File: config.mk
export PLATFORM = sky130hd
export DESIGN_NAME = priority_round_robin_task_scheduler_top
export DESIGN_NICKNAME = d
export VERILOG_FILES = /design/src/hw/rtl/prrts_pkg.sv /design/src/hw/rtl/priority_round_robin_task_scheduler_top.sv /design/src/hw/rtl/prrts_front.sv /design/src/hw/rtl/prrts_back.sv
export VERILOG_INCLUDE_DIRS = /design/src /design/src/hw/rtl
export SDC_FILE = /design/constraint.sdc
export NUM_CORES = 2
export LEC_CHECK = 0
export BUFFER_PORTS_ARGS = -buffer_cell sky130_fd_sc_hd__buf_2
export CAP_MARGIN = 20
export CORE_MARGIN = 1.5
export CORE_UTILIZATION = 39
export CTS_CLUSTER_SIZE = 40
export DETAILED_ROUTE_END_ITERATION = 16
export PLACE_DENSITY = 0.61
export SLEW_MARGIN = 20
export SYNTH_ARGS = -nofsm -noshare
export SYNTH_HDL_FRONTEND = slang
export SYNTH_SLANG_ARGS = --single-unit
File: constraint.sdc
create_clock -name aclk -period 6.26 [get_ports aclk]
set_clock_uncertainty 0.15 [all_clocks]
set_input_delay 0.313 -clock aclk [delete_from_list [all_inputs] [get_ports aclk]]
set_output_delay 0.313 -clock aclk [all_outputs]
set_load 0.01 [all_outputs]
File: src/hw/rtl/priority_round_robin_task_scheduler_top_assert.svh
// Assertion macros used by prrts_back; both need a clock named aclk in scope.
// PRRTS_ASSERT also needs an active-low reset named aresetn in scope.
`ifndef PRIORITY_ROUND_ROBIN_TASK_SCHEDULER_TOP_ASSERT_SVH
`define PRIORITY_ROUND_ROBIN_TASK_SCHEDULER_TOP_ASSERT_SVH

`ifndef SYNTHESIS

// Checked only outside reset
`define PRRTS_ASSERT(lbl, prop) \
    lbl: assert property (@(posedge aclk) disable iff (!aresetn) prop) \
        else $error("prrts assertion failed");

// Checked on every edge, reset included
`define PRRTS_ASSERT_ALWAYS(lbl, prop) \
    lbl: assert property (@(posedge aclk) prop) \
        else $error("prrts assertion failed");

`else

`define PRRTS_ASSERT(lbl, prop)
`define PRRTS_ASSERT_ALWAYS(lbl, prop)

`endif

`endif

File: src/hw/rtl/prrts_pkg.sv
`timescale 1ns / 1ps

package prrts_pkg;

    localparam int NUM_TASKS = 32;
    localparam int NUM_PRIOS = 32;

    localparam int TASK_W  = 5;
    localparam int PRIO_W  = 5;
    localparam int SLICE_W = 16;
    localparam int LOCK_W  = 8;
    localparam int CNT_W   = 8;
    localparam int LEN_W   = 6;

    localparam logic [LOCK_W-1:0] LOCK_MAX = 8'd255;
    localparam logic [CNT_W-1:0]  CNT_MAX  = 8'd255;
    localparam logic [SLICE_W-1:0] SLICE_RESET = 16'd10;

    // Input queue between front and back
    localparam int FQ_DEPTH = 2;
    localparam int FQ_PTR_W = 1;

    typedef enum logic [2:0] {
        CMD_CREATE  = 3'd0,
        CMD_TICK    = 3'd1,
        CMD_SUSPEND = 3'd2,
        CMD_RESUME  = 3'd3,
        CMD_DELETE  = 3'd4,
        CMD_LOCK    = 3'd5,
        CMD_UNLOCK  = 3'd6,
        CMD_NOP     = 3'd7
    } cmd_t;

    // Classified item as handed from front to back
    typedef struct packed {
        cmd_t               cmd;
        logic [TASK_W-1:0]  id;
        logic               id_ok;
        logic [PRIO_W-1:0]  prio;
        logic [SLICE_W-1:0] slice;
    } item_t;

    // Lowest set bit of the ready bitmap (level 0 is highest priority)
    function automatic logic [PRIO_W-1:0] lowest_set(input logic [NUM_PRIOS-1:0] bm);
        logic [PRIO_W-1:0] r;
        r = '0;
        for (int i = NUM_PRIOS - 1; i >= 0; i--) begin
            if (bm[i]) begin
                r = PRIO_W'(i);
            end
        end
        return r;
    endfunction

endpackage

File: src/hw/rtl/priority_round_robin_task_scheduler_top.sv
`timescale 1ns / 1ps

// Task scheduler: one FIFO ready queue per priority level, kept as doubly
// linked lists, with a ready bitmap; runs the head of the highest level
// (level 0 highest) and rotates a level round robin when a tick exhausts the
// running task's slice. Commands go in on s_*, one result item per command
// comes out on m_*. A two-entry input queue decouples the command front end
// from the list sequencer, so up to two further commands are taken while a
// result waits. An accepted command is registered in the queue before the
// sequencer takes it, which then runs take, decode and result, with the
// rotation step, list unlink, list append and priority pick in between where
// the command needs them; a tick that rotates a level is the longest.
// slice_reload (cfg_wdata, written on cfg_we) resets to 10. The user must
// write it only while the block is idle; the block does not enforce this.
module priority_round_robin_task_scheduler_top (
    input  logic                          aclk,
    input  logic                          aresetn,
    input  logic                          cfg_we,
    input  logic [prrts_pkg::SLICE_W-1:0] cfg_wdata,
    input  logic                          s_valid,
    output logic                          s_ready,
    input  logic [2:0]                    s_cmd,
    input  logic [prrts_pkg::TASK_W-1:0]  s_task_id,
    input  logic [prrts_pkg::PRIO_W-1:0]  s_task_prio,
    input  logic [prrts_pkg::SLICE_W-1:0] s_task_slice,
    output logic                          m_valid,
    input  logic                          m_ready,
    output logic [prrts_pkg::TASK_W-1:0]  m_running_task,
    output logic                          m_any_ready,
    output logic                          m_switched,
    output logic [prrts_pkg::LOCK_W-1:0]  m_lock_level,
    output logic [prrts_pkg::CNT_W-1:0]   m_addressed_suspend_count
);
    import prrts_pkg::*;

    logic [SLICE_W-1:0] slice_reload_reg;
    logic               item_valid;
    logic               item_ready;
    item_t              item;

    // Slice reload register
    always_ff @(posedge aclk) begin
        if (!aresetn) begin
            slice_reload_reg <= SLICE_RESET;
        end else if (cfg_we) begin
            slice_reload_reg <= cfg_wdata;
        end
    end

    prrts_front u_front (
        .aclk         (aclk),
        .aresetn      (aresetn),
        .s_valid      (s_valid),
        .s_ready      (s_ready),
        .s_cmd        (s_cmd),
        .s_task_id    (s_task_id),
        .s_task_prio  (s_task_prio),
        .s_task_slice (s_task_slice),
        .item_valid   (item_valid),
        .item_ready   (item_ready),
        .item         (item)
    );

    prrts_back u_back (
        .aclk                      (aclk),
        .aresetn                   (aresetn),
        .slice_reload              (slice_reload_reg),
        .item_valid                (item_valid),
        .item_ready                (item_ready),
        .item                      (item),
        .m_valid                   (m_valid),
        .m_ready                   (m_ready),
        .m_running_task            (m_running_task),
        .m_any_ready               (m_any_ready),
        .m_switched                (m_switched),
        .m_lock_level              (m_lock_level),
        .m_addressed_suspend_count (m_addressed_suspend_count)
    );

endmodule

File: src/hw/rtl/prrts_front.sv
`timescale 1ns / 1ps

module prrts_front (
    input  logic                          aclk,
    input  logic                          aresetn,
    input  logic                          s_valid,
    output logic                          s_ready,
    input  logic [2:0]                    s_cmd,
    input  logic [prrts_pkg::TASK_W-1:0]  s_task_id,
    input  logic [prrts_pkg::PRIO_W-1:0]  s_task_prio,
    input  logic [prrts_pkg::SLICE_W-1:0] s_task_slice,
    output logic                          item_valid,
    input  logic                          item_ready,
    output prrts_pkg::item_t              item
);
    import prrts_pkg::*;

    localparam logic [PRIO_W:0]      PRIO_LIMIT = (PRIO_W + 1)'(NUM_PRIOS);
    localparam logic [TASK_W:0]      TASK_LIMIT = (TASK_W + 1)'(NUM_TASKS);
    localparam logic [FQ_PTR_W:0]    FQ_FULL    = (FQ_PTR_W + 1)'(FQ_DEPTH);

    item_t                 fq_reg [FQ_DEPTH];
    logic [FQ_PTR_W-1:0]   wr_ptr_reg, wr_ptr_next;
    logic [FQ_PTR_W-1:0]   rd_ptr_reg, rd_ptr_next;
    logic [FQ_PTR_W:0]     count_reg, count_next;
    item_t                 in_item;
    logic                  push, pop;

    // Classify: range-check the task and saturate the priority
    always_comb begin
        in_item.cmd   = cmd_t'(s_cmd);
        in_item.id    = s_task_id;
        in_item.id_ok = ({1'b0, s_task_id} < TASK_LIMIT);
        in_item.prio  = ({1'b0, s_task_prio} >= PRIO_LIMIT) ? PRIO_W'(NUM_PRIOS - 1)
                                                            : s_task_prio;
        in_item.slice = s_task_slice;
    end

    assign s_ready    = (count_reg != FQ_FULL);
    assign item_valid = (count_reg != '0);
    assign item       = fq_reg[rd_ptr_reg];
    assign push       = s_valid && s_ready;
    assign pop        = item_valid && item_ready;

    // Queue pointers
    always_comb begin
        wr_ptr_next = push ? wr_ptr_reg + 1'b1 : wr_ptr_reg;
        rd_ptr_next = pop  ? rd_ptr_reg + 1'b1 : rd_ptr_reg;
        count_next  = count_reg;
        if (push && !pop) begin
            count_next = count_reg + 1'b1;
        end else if (pop && !push) begin
            count_next = count_reg - 1'b1;
        end
    end

    always_ff @(posedge aclk) begin
        if (!aresetn) begin
            wr_ptr_reg <= '0;
            rd_ptr_reg <= '0;
            count_reg  <= '0;
        end else begin
            wr_ptr_reg <= wr_ptr_next;
            rd_ptr_reg <= rd_ptr_next;
            count_reg  <= count_next;
        end
    end

    always_ff @(posedge aclk) begin
        if (push) begin
            fq_reg[wr_ptr_reg] <= in_item;
        end
    end

endmodule

File: src/hw/rtl/prrts_back.sv
`timescale 1ns / 1ps

module prrts_back (
    input  logic                          aclk,
    input  logic                          aresetn,
    input  logic [prrts_pkg::SLICE_W-1:0] slice_reload,
    input  logic                          item_valid,
    output logic                          item_ready,
    input  prrts_pkg::item_t              item,
    output logic                          m_valid,
    input  logic                          m_ready,
    output logic [prrts_pkg::TASK_W-1:0]  m_running_task,
    output logic                          m_any_ready,
    output logic                          m_switched,
    output logic [prrts_pkg::LOCK_W-1:0]  m_lock_level,
    output logic [prrts_pkg::CNT_W-1:0]   m_addressed_suspend_count
);
    import prrts_pkg::*;
    `include "priority_round_robin_task_scheduler_top_assert.svh"

    typedef enum logic [2:0] {
        S_IDLE, S_DEC, S_ROT, S_DEQ, S_ENQ, S_SCHED, S_DONE
    } state_t;

    state_t               st_reg, st_next;
    item_t                it_reg, it_next;
    logic [TASK_W-1:0]    t_reg, t_next;
    logic [PRIO_W-1:0]    p_reg, p_next;
    logic                 enq_after_reg, enq_after_next;
    logic                 sched_after_reg, sched_after_next;
    logic                 sw_reg, sw_next;
    logic [TASK_W-1:0]    cur_reg, cur_next;
    logic                 cur_valid_reg, cur_valid_next;
    logic [LOCK_W-1:0]    lock_reg, lock_next;
    logic [NUM_PRIOS-1:0] bitmap_reg, bitmap_next;

    // Per-level queue state
    logic [TASK_W-1:0]    qhead_reg [NUM_PRIOS];
    logic [TASK_W-1:0]    qhead_next [NUM_PRIOS];
    logic [TASK_W-1:0]    qtail_reg [NUM_PRIOS];
    logic [TASK_W-1:0]    qtail_next [NUM_PRIOS];
    logic [LEN_W-1:0]     qlen_reg [NUM_PRIOS];
    logic [LEN_W-1:0]     qlen_next [NUM_PRIOS];

    // Per-task state
    logic [TASK_W-1:0]    lnext_reg [NUM_TASKS];
    logic [TASK_W-1:0]    lnext_next [NUM_TASKS];
    logic [TASK_W-1:0]    lprev_reg [NUM_TASKS];
    logic [TASK_W-1:0]    lprev_next [NUM_TASKS];
    logic [PRIO_W-1:0]    prio_reg [NUM_TASKS];
    logic [PRIO_W-1:0]    prio_next [NUM_TASKS];
    logic [SLICE_W-1:0]   slice_reg [NUM_TASKS];
    logic [SLICE_W-1:0]   slice_next [NUM_TASKS];
    logic [NUM_TASKS-1:0] exists_reg, exists_next;
    logic [NUM_TASKS-1:0] flag_reg, flag_next;
    logic [CNT_W-1:0]     cnt_reg [NUM_TASKS];
    logic [CNT_W-1:0]     cnt_next [NUM_TASKS];

    // Result register
    logic                 m_valid_reg, m_valid_next;
    logic [TASK_W-1:0]    o_task_reg, o_task_next;
    logic                 o_any_reg, o_any_next;
    logic                 o_sw_reg, o_sw_next;
    logic [LOCK_W-1:0]    o_lock_reg, o_lock_next;
    logic [CNT_W-1:0]     o_cnt_reg, o_cnt_next;

    // Read ports, one address each
    logic [TASK_W-1:0]    tsel;
    logic [PRIO_W-1:0]    qidx;
    logic [PRIO_W-1:0]    pe;
    logic [TASK_W-1:0]    rd_qhead, rd_qtail, rd_next, rd_prev, pick;
    logic [LEN_W-1:0]     rd_qlen;
    logic [PRIO_W-1:0]    rd_prio;
    logic [SLICE_W-1:0]   rd_slice, nsl;
    logic [CNT_W-1:0]     rd_cnt, cnt_dec;
    logic                 rd_exists, rd_flag, is_cur;

    assign tsel     = (it_reg.cmd == CMD_TICK) ? cur_reg : it_reg.id;
    assign pe       = lowest_set(bitmap_reg);
    assign qidx     = (st_reg == S_SCHED) ? pe : p_reg;
    assign rd_qhead = qhead_reg[qidx];
    assign rd_qtail = qtail_reg[qidx];
    assign rd_qlen  = qlen_reg[qidx];
    assign rd_next  = lnext_reg[t_reg];
    assign rd_prev  = lprev_reg[t_reg];
    assign rd_prio  = prio_reg[tsel];
    assign rd_slice = slice_reg[cur_reg];
    assign rd_cnt   = cnt_reg[it_reg.id];
    assign rd_exists = exists_reg[it_reg.id];
    assign rd_flag  = flag_reg[it_reg.id];
    assign nsl      = rd_slice - 1'b1;
    assign cnt_dec  = (rd_cnt != '0) ? rd_cnt - 1'b1 : rd_cnt;
    assign is_cur   = cur_valid_reg && (cur_reg == it_reg.id);
    assign pick     = rd_qhead;

    assign item_ready = (st_reg == S_IDLE);

    // Command sequencer
    always_comb begin
        st_next          = st_reg;
        it_next          = it_reg;
        t_next           = t_reg;
        p_next           = p_reg;
        enq_after_next   = enq_after_reg;
        sched_after_next = sched_after_reg;
        sw_next          = sw_reg;
        cur_next         = cur_reg;
        cur_valid_next   = cur_valid_reg;
        lock_next        = lock_reg;
        bitmap_next      = bitmap_reg;
        qhead_next       = qhead_reg;
        qtail_next       = qtail_reg;
        qlen_next        = qlen_reg;
        lnext_next       = lnext_reg;
        lprev_next       = lprev_reg;
        prio_next        = prio_reg;
        slice_next       = slice_reg;
        exists_next      = exists_reg;
        flag_next        = flag_reg;
        cnt_next         = cnt_reg;
        m_valid_next     = m_valid_reg && !m_ready;
        o_task_next      = o_task_reg;
        o_any_next       = o_any_reg;
        o_sw_next        = o_sw_reg;
        o_lock_next      = o_lock_reg;
        o_cnt_next       = o_cnt_reg;

        case (st_reg)
            S_IDLE: begin
                if (item_valid) begin
                    it_next = item;
                    sw_next = 1'b0;
                    st_next = S_DEC;
                end
            end

            S_DEC: begin
                st_next          = S_DONE;
                enq_after_next   = 1'b0;
                sched_after_next = 1'b0;
                case (it_reg.cmd)
                    CMD_CREATE: begin
                        if (it_reg.id_ok && !rd_exists) begin
                            exists_next[it_reg.id] = 1'b1;
                            flag_next[it_reg.id]   = 1'b0;
                            cnt_next[it_reg.id]    = '0;
                            prio_next[it_reg.id]   = it_reg.prio;
                            slice_next[it_reg.id]  = it_reg.slice;
                            t_next                 = it_reg.id;
                            p_next                 = it_reg.prio;
                            sched_after_next       = !cur_valid_reg;
                            st_next                = S_ENQ;
                        end
                    end
                    CMD_TICK: begin
                        st_next = S_SCHED;
                        if (cur_valid_reg) begin
                            slice_next[cur_reg] = nsl;
                            p_next              = rd_prio;
                            if (nsl == '0) begin
                                st_next = S_ROT;
                            end
                        end
                    end
                    CMD_SUSPEND: begin
                        if (it_reg.id_ok && rd_exists) begin
                            if (rd_cnt != CNT_MAX) begin
                                cnt_next[it_reg.id] = rd_cnt + 1'b1;
                            end
                            if (!rd_flag) begin
                                flag_next[it_reg.id] = 1'b1;
                                t_next               = it_reg.id;
                                p_next               = rd_prio;
                                sched_after_next     = is_cur;
                                st_next              = S_DEQ;
                            end
                        end
                    end
                    CMD_RESUME: begin
                        if (it_reg.id_ok && rd_exists && rd_flag) begin
                            cnt_next[it_reg.id] = cnt_dec;
                            if (cnt_dec == '0) begin
                                flag_next[it_reg.id] = 1'b0;
                                t_next               = it_reg.id;
                                p_next               = rd_prio;
                                sched_after_next     = 1'b1;
                                st_next              = S_ENQ;
                            end
                        end
                    end
                    CMD_DELETE: begin
                        if (it_reg.id_ok && rd_exists) begin
                            exists_next[it_reg.id] = 1'b0;
                            flag_next[it_reg.id]   = 1'b0;
                            cnt_next[it_reg.id]    = '0;
                            sched_after_next       = is_cur;
                            t_next                 = it_reg.id;
                            p_next                 = rd_prio;
                            if (!rd_flag) begin
                                st_next = S_DEQ;
                            end else if (is_cur) begin
                                st_next = S_SCHED;
                            end
                        end
                    end
                    CMD_LOCK: begin
                        if (lock_reg != LOCK_MAX) begin
                            lock_next = lock_reg + 1'b1;
                        end
                    end
                    CMD_UNLOCK: begin
                        if (lock_reg != '0) begin
                            lock_next = lock_reg - 1'b1;
                            if (lock_reg == LOCK_W'(1)) begin
                                st_next = S_SCHED;
                            end
                        end
                    end
                    default: begin
                    end
                endcase
            end

            // Slice ran out: rotate the level's head to the tail
            S_ROT: begin
                if (rd_qlen != '0) begin
                    slice_next[cur_reg] = slice_reload;
                    t_next              = rd_qhead;
                    enq_after_next      = 1'b1;
                    sched_after_next    = 1'b1;
                    st_next             = S_DEQ;
                end else begin
                    st_next = S_SCHED;
                end
            end

            // Unlink t from level p
            S_DEQ: begin
                if (rd_qlen != '0) begin
                    if (t_reg == rd_qhead) begin
                        qhead_next[p_reg] = rd_next;
                    end else begin
                        lnext_next[rd_prev] = rd_next;
                    end
                    if (t_reg == rd_qtail) begin
                        qtail_next[p_reg] = rd_prev;
                    end else begin
                        lprev_next[rd_next] = rd_prev;
                    end
                    qlen_next[p_reg] = rd_qlen - 1'b1;
                    if (rd_qlen == LEN_W'(1)) begin
                        bitmap_next[p_reg] = 1'b0;
                    end
                end
                if (enq_after_reg) begin
                    st_next = S_ENQ;
                end else if (sched_after_reg) begin
                    st_next = S_SCHED;
                end else begin
                    st_next = S_DONE;
                end
            end

            // Append t to the tail of level p
            S_ENQ: begin
                if (rd_qlen == '0) begin
                    qhead_next[p_reg] = t_reg;
                end else begin
                    lnext_next[rd_qtail] = t_reg;
                    lprev_next[t_reg]    = rd_qtail;
                end
                qtail_next[p_reg]  = t_reg;
                qlen_next[p_reg]   = rd_qlen + 1'b1;
                bitmap_next[p_reg] = 1'b1;
                st_next = sched_after_reg ? S_SCHED : S_DONE;
            end

            // When unlocked, pick the head of the highest non-empty level
            S_SCHED: begin
                st_next = S_DONE;
                if (lock_reg == '0) begin
                    if (bitmap_reg == '0) begin
                        if (cur_valid_reg) begin
                            sw_next = 1'b1;
                        end
                        cur_valid_next = 1'b0;
                    end else if (!cur_valid_reg || cur_reg != pick) begin
                        sw_next        = 1'b1;
                        cur_next       = pick;
                        cur_valid_next = 1'b1;
                    end
                end
            end

            S_DONE: begin
                if (!m_valid_reg || m_ready) begin
                    m_valid_next = 1'b1;
                    o_task_next  = cur_valid_reg ? cur_reg : '0;
                    o_any_next   = (bitmap_reg != '0);
                    o_sw_next    = sw_reg;
                    o_lock_next  = lock_reg;
                    o_cnt_next   = it_reg.id_ok ? rd_cnt : '0;
                    st_next      = S_IDLE;
                end
            end

            default: begin
                st_next = S_IDLE;
            end
        endcase
    end

    // Control state and result valid
    always_ff @(posedge aclk) begin
        if (!aresetn) begin
            st_reg        <= S_IDLE;
            cur_reg       <= '0;
            cur_valid_reg <= 1'b0;
            lock_reg      <= '0;
            bitmap_reg    <= '0;
            exists_reg    <= '0;
            flag_reg      <= '0;
            m_valid_reg   <= 1'b0;
            for (int i = 0; i < NUM_PRIOS; i++) begin
                qlen_reg[i] <= '0;
            end
            for (int i = 0; i < NUM_TASKS; i++) begin
                cnt_reg[i] <= '0;
            end
        end else begin
            st_reg        <= st_next;
            cur_reg       <= cur_next;
            cur_valid_reg <= cur_valid_next;
            lock_reg      <= lock_next;
            bitmap_reg    <= bitmap_next;
            exists_reg    <= exists_next;
            flag_reg      <= flag_next;
            m_valid_reg   <= m_valid_next;
            qlen_reg      <= qlen_next;
            cnt_reg       <= cnt_next;
        end
    end

    // Payload: no reset
    always_ff @(posedge aclk) begin
        it_reg          <= it_next;
        t_reg           <= t_next;
        p_reg           <= p_next;
        enq_after_reg   <= enq_after_next;
        sched_after_reg <= sched_after_next;
        sw_reg          <= sw_next;
        qhead_reg       <= qhead_next;
        qtail_reg       <= qtail_next;
        lnext_reg       <= lnext_next;
        lprev_reg       <= lprev_next;
        prio_reg        <= prio_next;
        slice_reg       <= slice_next;
        o_task_reg      <= o_task_next;
        o_any_reg       <= o_any_next;
        o_sw_reg        <= o_sw_next;
        o_lock_reg      <= o_lock_next;
        o_cnt_reg       <= o_cnt_next;
    end

    assign m_valid                   = m_valid_reg;
    assign m_running_task            = o_task_reg;
    assign m_any_ready               = o_any_reg;
    assign m_switched                = o_sw_reg;
    assign m_lock_level              = o_lock_reg;
    assign m_addressed_suspend_count = o_cnt_reg;

    // A new result only ever comes out of the result state
    `PRRTS_ASSERT(a_result_from_done, $rose(m_valid_reg) |-> $past(st_reg == S_DONE))
    // An item taken while idle is decoded on the next cycle
    `PRRTS_ASSERT(a_take_then_decode, (item_valid && item_ready) |=> (st_reg == S_DEC))
    // Unlocked and idle with a current task means some level is ready
    `PRRTS_ASSERT(a_current_is_ready,
        (st_reg == S_IDLE && lock_reg == '0 && cur_valid_reg) |-> (bitmap_reg != '0))

endmodule

# Yosys cells after proc, flatten, opt, wreduce, memory -nomap -nowiden
# Memory sizes are Yosys's and may differ from the RTL's. A register that Yosys moved wholly into a read port is not among the register bits.
# Index checks and enable logic that the tools add are counted.
[op_classes] muxes=206 reduce_logical=68 bitwise=20 n_eq_ne=54 order_cmp=20 add_sub_neg=11
[ops] op="512-bit case mux with 2 select lines" n=2
[ops] op="160-bit 2-to-1 mux" n=11
[ops] op="512-bit bitwise mux" n=3
[ops] op="512-bit 2-to-1 mux" n=3
[ops] op="160-bit bitwise mux" n=9
[ops] op="256-bit 2-to-1 mux" n=5
[ops] op="160-bit case mux with 2 select lines" n=4
[ops] op="256-bit case mux with 4 select lines" n=1
[ops] op="256-bit bitwise mux" n=2
[ops] op="192-bit bitwise mux" n=2
[ops] op="192-bit case mux with 2 select lines" n=1
[ops] op="32-bit 2-to-1 mux" n=10
[ops] op="5-bit 2-to-1 mux" n=64
[ops] op="256-bit bitwise AND" n=1
[ops] op="256-bit inverter" n=1
[ops] op="192-bit 2-to-1 mux" n=1
[ops] op="16-bit demux with 5-bit select" n=2
[ops] op="5-bit demux with 5-bit select" n=6
[ops] op="32-bit case mux with 2 select lines" n=2
[ops] op="32-bit case mux with 4 select lines" n=1
[ops] op="5-bit binary-select mux with 5-bit select" n=5
[ops] op="32-bit bitwise AND" n=3
[ops] op="32-bit bitwise OR" n=3
[ops] op="16-bit binary-select mux with 5-bit select" n=1
[ops] op="69 further kinds" n=236
[word_totals] out_inout_bits=25 input_bits=50 n_memories=1 ramBits=58 register_bits=1931 word_cells=659
[mem_list] memory="u_front.fq_reg" depth=2 word_bits=29 read_ports=1 rd_ports_with_merged_regs=1 wr=1 line="prrts_front.sv:22" text="item_t fq_reg [FQ_DEPTH];"

# Logic depth before layout (Yosys ltp)
[logic_depth] ltp_word=45 depth_mapped=24 ltp_nobuf=17

# Hierarchy
# Synthesis repeated with hierarchy kept, for this count alone.
[unflattened] hier_cells=9073 area_unflattened_um2=100164.8
[modules_own_cells] mod="prrts_back" seq_area_each_um2=52630.5 instances=1 area_per_inst_um2=97212.0 cells_each=8906
[modules_own_cells] mod="prrts_front" seq_area_each_um2=1841.8 instances=1 area_per_inst_um2=2342.2 cells_each=116
[modules_own_cells] mod="priority_round_robin_task_scheduler_top" seq_area_each_um2=320.3 instances=1 area_per_inst_um2=610.6 cells_each=51

# Worst setup path after synthesis
# OpenSTA, ideal clock, no wires.
[synth_path] path_type="reg-to-reg" from="reg with a tool-made name" to="reg u_back.slice_reg[0] (netlist name), enable pin" required_ns=5.722 arrival_time_ns=4.388 path_stages_with_launch=21 n_path_buf=6 setup_time_ns=0.388 slack_ns=1.334 period_less_slack_ns=4.926 path_cell_list="dfxtp_1 > nor4_1 > o211ai_1 > a22oi_1 > buf_4 > buf_2 > buf_4 > buf_2 > nand2_1 > nand3_1 > nand3_1 > nand3_1 > nand3_1 > or2_2 > ha_1 > nand2_1 > nor3_1 > buf_2 > o21a_1 > buf_2 > nor2_1"
[synth_rtl] item="to (signal assigned)" line="prrts_back.sv:357" text="slice_reg <= slice_next;"
[synth_rtl] item="to (decl)" line="prrts_back.sv:52" text="logic [SLICE_W-1:0] slice_reg [NUM_TASKS];"

# Final worst setup path
[layout_path] from="reg u_back.st_reg[1]" to="reg u_back.qhead_reg[46] (netlist name), enable pin"
[layout_between] elab_chain_cells=9 word_cells_on_any_way=19 classes_between="eq/ne (7); mux (7); bitwise (1); reduce/logical (4)"
[layout_rtl] item="from (decl)" line="prrts_back.sv:25" text="state_t st_reg, st_next;"
[layout_rtl] item="from (signal assigned)" line="prrts_back.sv:331" text="st_reg <= st_next;"
[layout_rtl] item="3-bit == test" line="prrts_back.sv:80" text="assign qidx = (st_reg == S_SCHED) ? pe : p_reg;"
[layout_rtl] item="5-bit 2-to-1 mux" line="prrts_back.sv:80"
[layout_rtl] item="5-bit inverter with 6-bit output (implied by the code)" line="prrts_back.sv:81, prrts_back.sv:83"
[layout_rtl] item="5-bit binary-select mux with 5-bit select or 6-bit binary-select mux with 5-bit select (tied branches)" line="prrts_back.sv:81, prrts_back.sv:83"
[layout_rtl] item="5-bit 2-to-1 mux (implied by the code) or 6-bit 2-to-1 mux (tied branches) (2 in a row)" line="prrts_back.sv:81, prrts_back.sv:83"
[layout_rtl] item="5-bit == test, or another cell as far along" line="prrts_back.sv:240" text="if (t_reg == rd_qhead) begin"
[layout_rtl] item="2-bit by 1-bit inequality test with 1-bit output (no source line)"
[layout_rtl] item="4-bit AND reduction (no source line) *"
[layout_rtl] item="to (signal assigned)" line="prrts_back.sv:352" text="qhead_reg <= qhead_next;"
[layout_rtl] item="to (decl)" line="prrts_back.sv:38" text="logic [TASK_W-1:0] qhead_reg [NUM_PRIOS];"
# Every way passes the cells marked *; elsewhere a longest branch is shown, timed or not. The select of a mux whose other input is x is not followed.
# A chain may end at the register's enable or synchronous reset.

==> metrics.txt <==
hold worst-path end u_front.fq_reg[1][3]; hold path depth 2; 1st-pass router iterations 7; Syn Std Cell Area 100500 um2; core area ~260000 um2; MaxCap Viol Count 0; fillers between 20000 and 25000; post_cts resized 0; final net count between 9000 and 10000; global-route wire length before repair 505.7 mm; chip height 510.5 um; status finished, final reports clean; RR Startpoint u_back.st_reg[1]; critical path's top delay family compound AO/OA/AOI/OAI gates; max FFs per register around 510; Slew headroom 15.41%; Post-DP HPWL 226.4 mm; I/O pin count 75; synth top area cells edfxtp_1, dfxtp_1, mux4_2, mux2i_1, nor2_1; IO buf count 74; overall routing resource usage about 26%; EDFF count, synth between 1000 and 1500; die area 260700 um2; Final Hold Fails 0; hold path start s_task_slice[3]; GR Overflow Total 0; layout cells sized above 1 15.71%; worst path cell trace nand3b_4, nand2_1, o211ai_1, a211oi_4, nor2_4, mux4_2, a2111oi_1, buf_4, a311o_1, nor2_1, nor3_2, buf_12, nand2_1, buf_4, a21oi_1, buf_4; R2R Setup Slk 0.35 ns; Yosys warning count 0; CP peak stage delay 0.82 ns; initial antenna violation count 3; R2R Path End u_back.qhead_reg[46]; # H-tree levels 4; crit path DAT between 6 and 7 ns; HP Class input port to flop; RSZ-0062 raised after global routing no; Final Critical Period 5.906 ns; syn_area_per_cell between 10 and 15 um2; startpoint class of the critical path flop; DRC violations left 0; number of buffer and inverter stages on the critical path 4; class of the most critical setup path flop to flop; Bufs on Longest Clock Path 3; clk root buf clkbuf_16; via count around 79000; critical path endpoint category flop; row cnt roughly 190; initial cell density of the core 39.17%; Area Overhead vs Synth 12.58%; R2R depth 16; multi-input logic area roughly 42000 um2; wire per inst about 28 um; Lkg Pwr ~0.036 uW; Synthesized Nets just over 9000; Final Max Tran Viols 0; commonest register cell after synthesis edfxtp_1; Num CTS Buffers 205; FF/Latch Area roughly 55000 um2; Worst path slowest cell a2111oi_1; cell taking the most area after synthesis edfxtp_1; 1st-iter DRT viols about 11000; Synth Register Bits about 2000; Clock transition at path regs roughly 0.06 ns; final setup fails 0; sequential cell area fraction in the yosys report a little over half; async set or reset register ratio after synthesis 0%; CP dominant cell by count buf_4; final critical-path share of the clock period between 90% and 100%; sum of negative setup slack 0 ns; post-CTS setup buffer count 0; Cell Pwr Density 403.3 nW/um2; CTS Sinks 2017; hold_buf cts 74; CTS tree built; Slew @ Worst Pin ~1.2 ns; GPL Wtd Cong 0.9586; CP Max Fanout 32; routed wire length 348.8 mm; Fmax roughly 170 MHz; Synth top area share 42.89%; Die Span X ~510 um; Distinct cells, synth 91; largest vdd supply drop 0.9413 mV; Worst EP required approximately 6.7 ns; Hold WS 0.03858 ns; vias in the first global route ~76000; Mapped Cells a little over 9000; DR vias/cell about 6.3; largest net degree at the start of global routing ~210; antenna-violating nets left 0; clk_lat worst skew roughly 0.86 ns
## report_power, final
part	internal (uW)	total [uW]	switching (uW)
sequential	15100	15400	362
combinational	4760	17900	13100
clock	6880	12300	5450
total	26700	45600	18900
## per-layer routing
layer | track usage (%) | vias to the layer above | routed length [um]
li1 | - | 34260 | -
met5 | 0 | - | 15
met4 | 12.50 | 2 | 18240
met3 | 4.890 | 958 | 36450
met2 | 41.04 | 5118 | 160200
met1 | 33.85 | 39080 | 133900
## worst max path at each step
stage / start / end / slack [ns] / depth (start not counted)
6_report: u_back.st_reg[1] / u_back.qhead_reg[46] / 0.35 / 16
5_1_grt: u_back.st_reg[1] / u_back.qhead_reg[47] / 0.06 / 16
3_3_place_gp: u_back.st_reg[1] / u_back.slice_reg[128] / 0.37 / 16
4_1_cts: u_back.st_reg[1] / u_back.qhead_reg[46] / 0.28 / 16
3_5_place_dp: u_back.st_reg[1] / u_back.qhead_reg[22] / 0.30 / 16
2_1_floorplan: flop / u_back.slice_reg[0] / 1.33 / 20
## cell type report
type / count / area share, %
sequential: 2017 / 48.41
antenna: 2 / 0.004425
clock inverter: 127 / 0.9768
clock buffer: 257 / 4.916
tap: 3384 / 3.744
inverter: 51 / 0.1803
multi-input combinational: 6079 / 37.06
timing repair buffer: 624 / 4.704
## placed cells by master, fill, tap and decap left out, types with 24 or more instances in the layout
cell type      netlist  routed
edfxtp_1          1435    1435
nor2_1            1217    1199
nand2_1            881     872
dfxtp_1            582     577
o22ai_1            541     541
mux2i_1            484     478
o21ai_0            438     438
a22oi_1            436     435
buf_4               16     427
mux4_2             300     300
a21oi_1            225     221
clkbuf_16            0     209
a22o_1             203     202
a211oi_1           135     131
nand3_1             88      85
and2_1              84      80
mux2_2              76      76
dlygate4sd3_1        0      74
o211ai_1            73      73
and3_1              74      73
buf_2              116      73
a311oi_1            62      62
nor3_1              64      56
clkinv_2             0      53
nand4_1             49      49
buf_12               0      49
inv_1               48      46
nor2_2              32      46
o31ai_1             40      39
xnor2_1             39      37
o21a_1              37      36
a31oi_1             35      35
a21o_1              34      34
clkbuf_1           809      33
a211oi_2            33      31
clkinv_1             3      31
or2_1               29      29
nand2b_1            29      27
nor2b_1             27      26
o21ai_1             24      24
## through the flow
stage          std cells  power (uW)  util (%)  setup WS (ns)  instance area [um2]
6_report           12540       45620     44.10         0.3541               113100
3_5_place_dp       12080       32980     41.19         0.2962               105600
2_1_floorplan       9163       26030         -          1.334               100500
4_1_cts            12540       45210     44.07         0.2791               113000
3_3_place_gp       12080       32820     41.18         0.3667               105600
5_1_grt            12540       46850     44.10        0.06214               113100
## cell families after synthesis
kind of cell               synth area share (%)
xor gates and xnor gates                 0.4870
muxes                                     12.40
and+or+nand+nor                           11.64
buffers and inverters                     4.295
AOI/OAI and AO/OA                         16.54
adders and majority gates                0.1494
DFF                                       54.49
## cell usage after synthesis, types with 37 or more instances
| cell | instances |
|---|---|
| a211oi_1 | 135 |
| a21oi_1 | 225 |
| a22o_1 | 203 |
| a22oi_1 | 436 |
| a311oi_1 | 62 |
| and2_1 | 84 |
| and3_1 | 74 |
| buf_1 | 61 |
| buf_2 | 116 |
| clkbuf_1 | 809 |
| dfxtp_1 | 582 |
| edfxtp_1 | 1435 |
| inv_1 | 48 |
| mux2_2 | 76 |
| mux2i_1 | 484 |
| mux4_2 | 300 |
| nand2_1 | 881 |
| nand3_1 | 88 |
| nand4_1 | 49 |
| nor2_1 | 1217 |
| nor3_1 | 64 |
| o211ai_1 | 73 |
| o21a_1 | 37 |
| o21ai_0 | 438 |
| o22ai_1 | 541 |
| o31ai_1 | 40 |
| xnor2_1 | 39 |
Power figures use the tool's default switching activity.
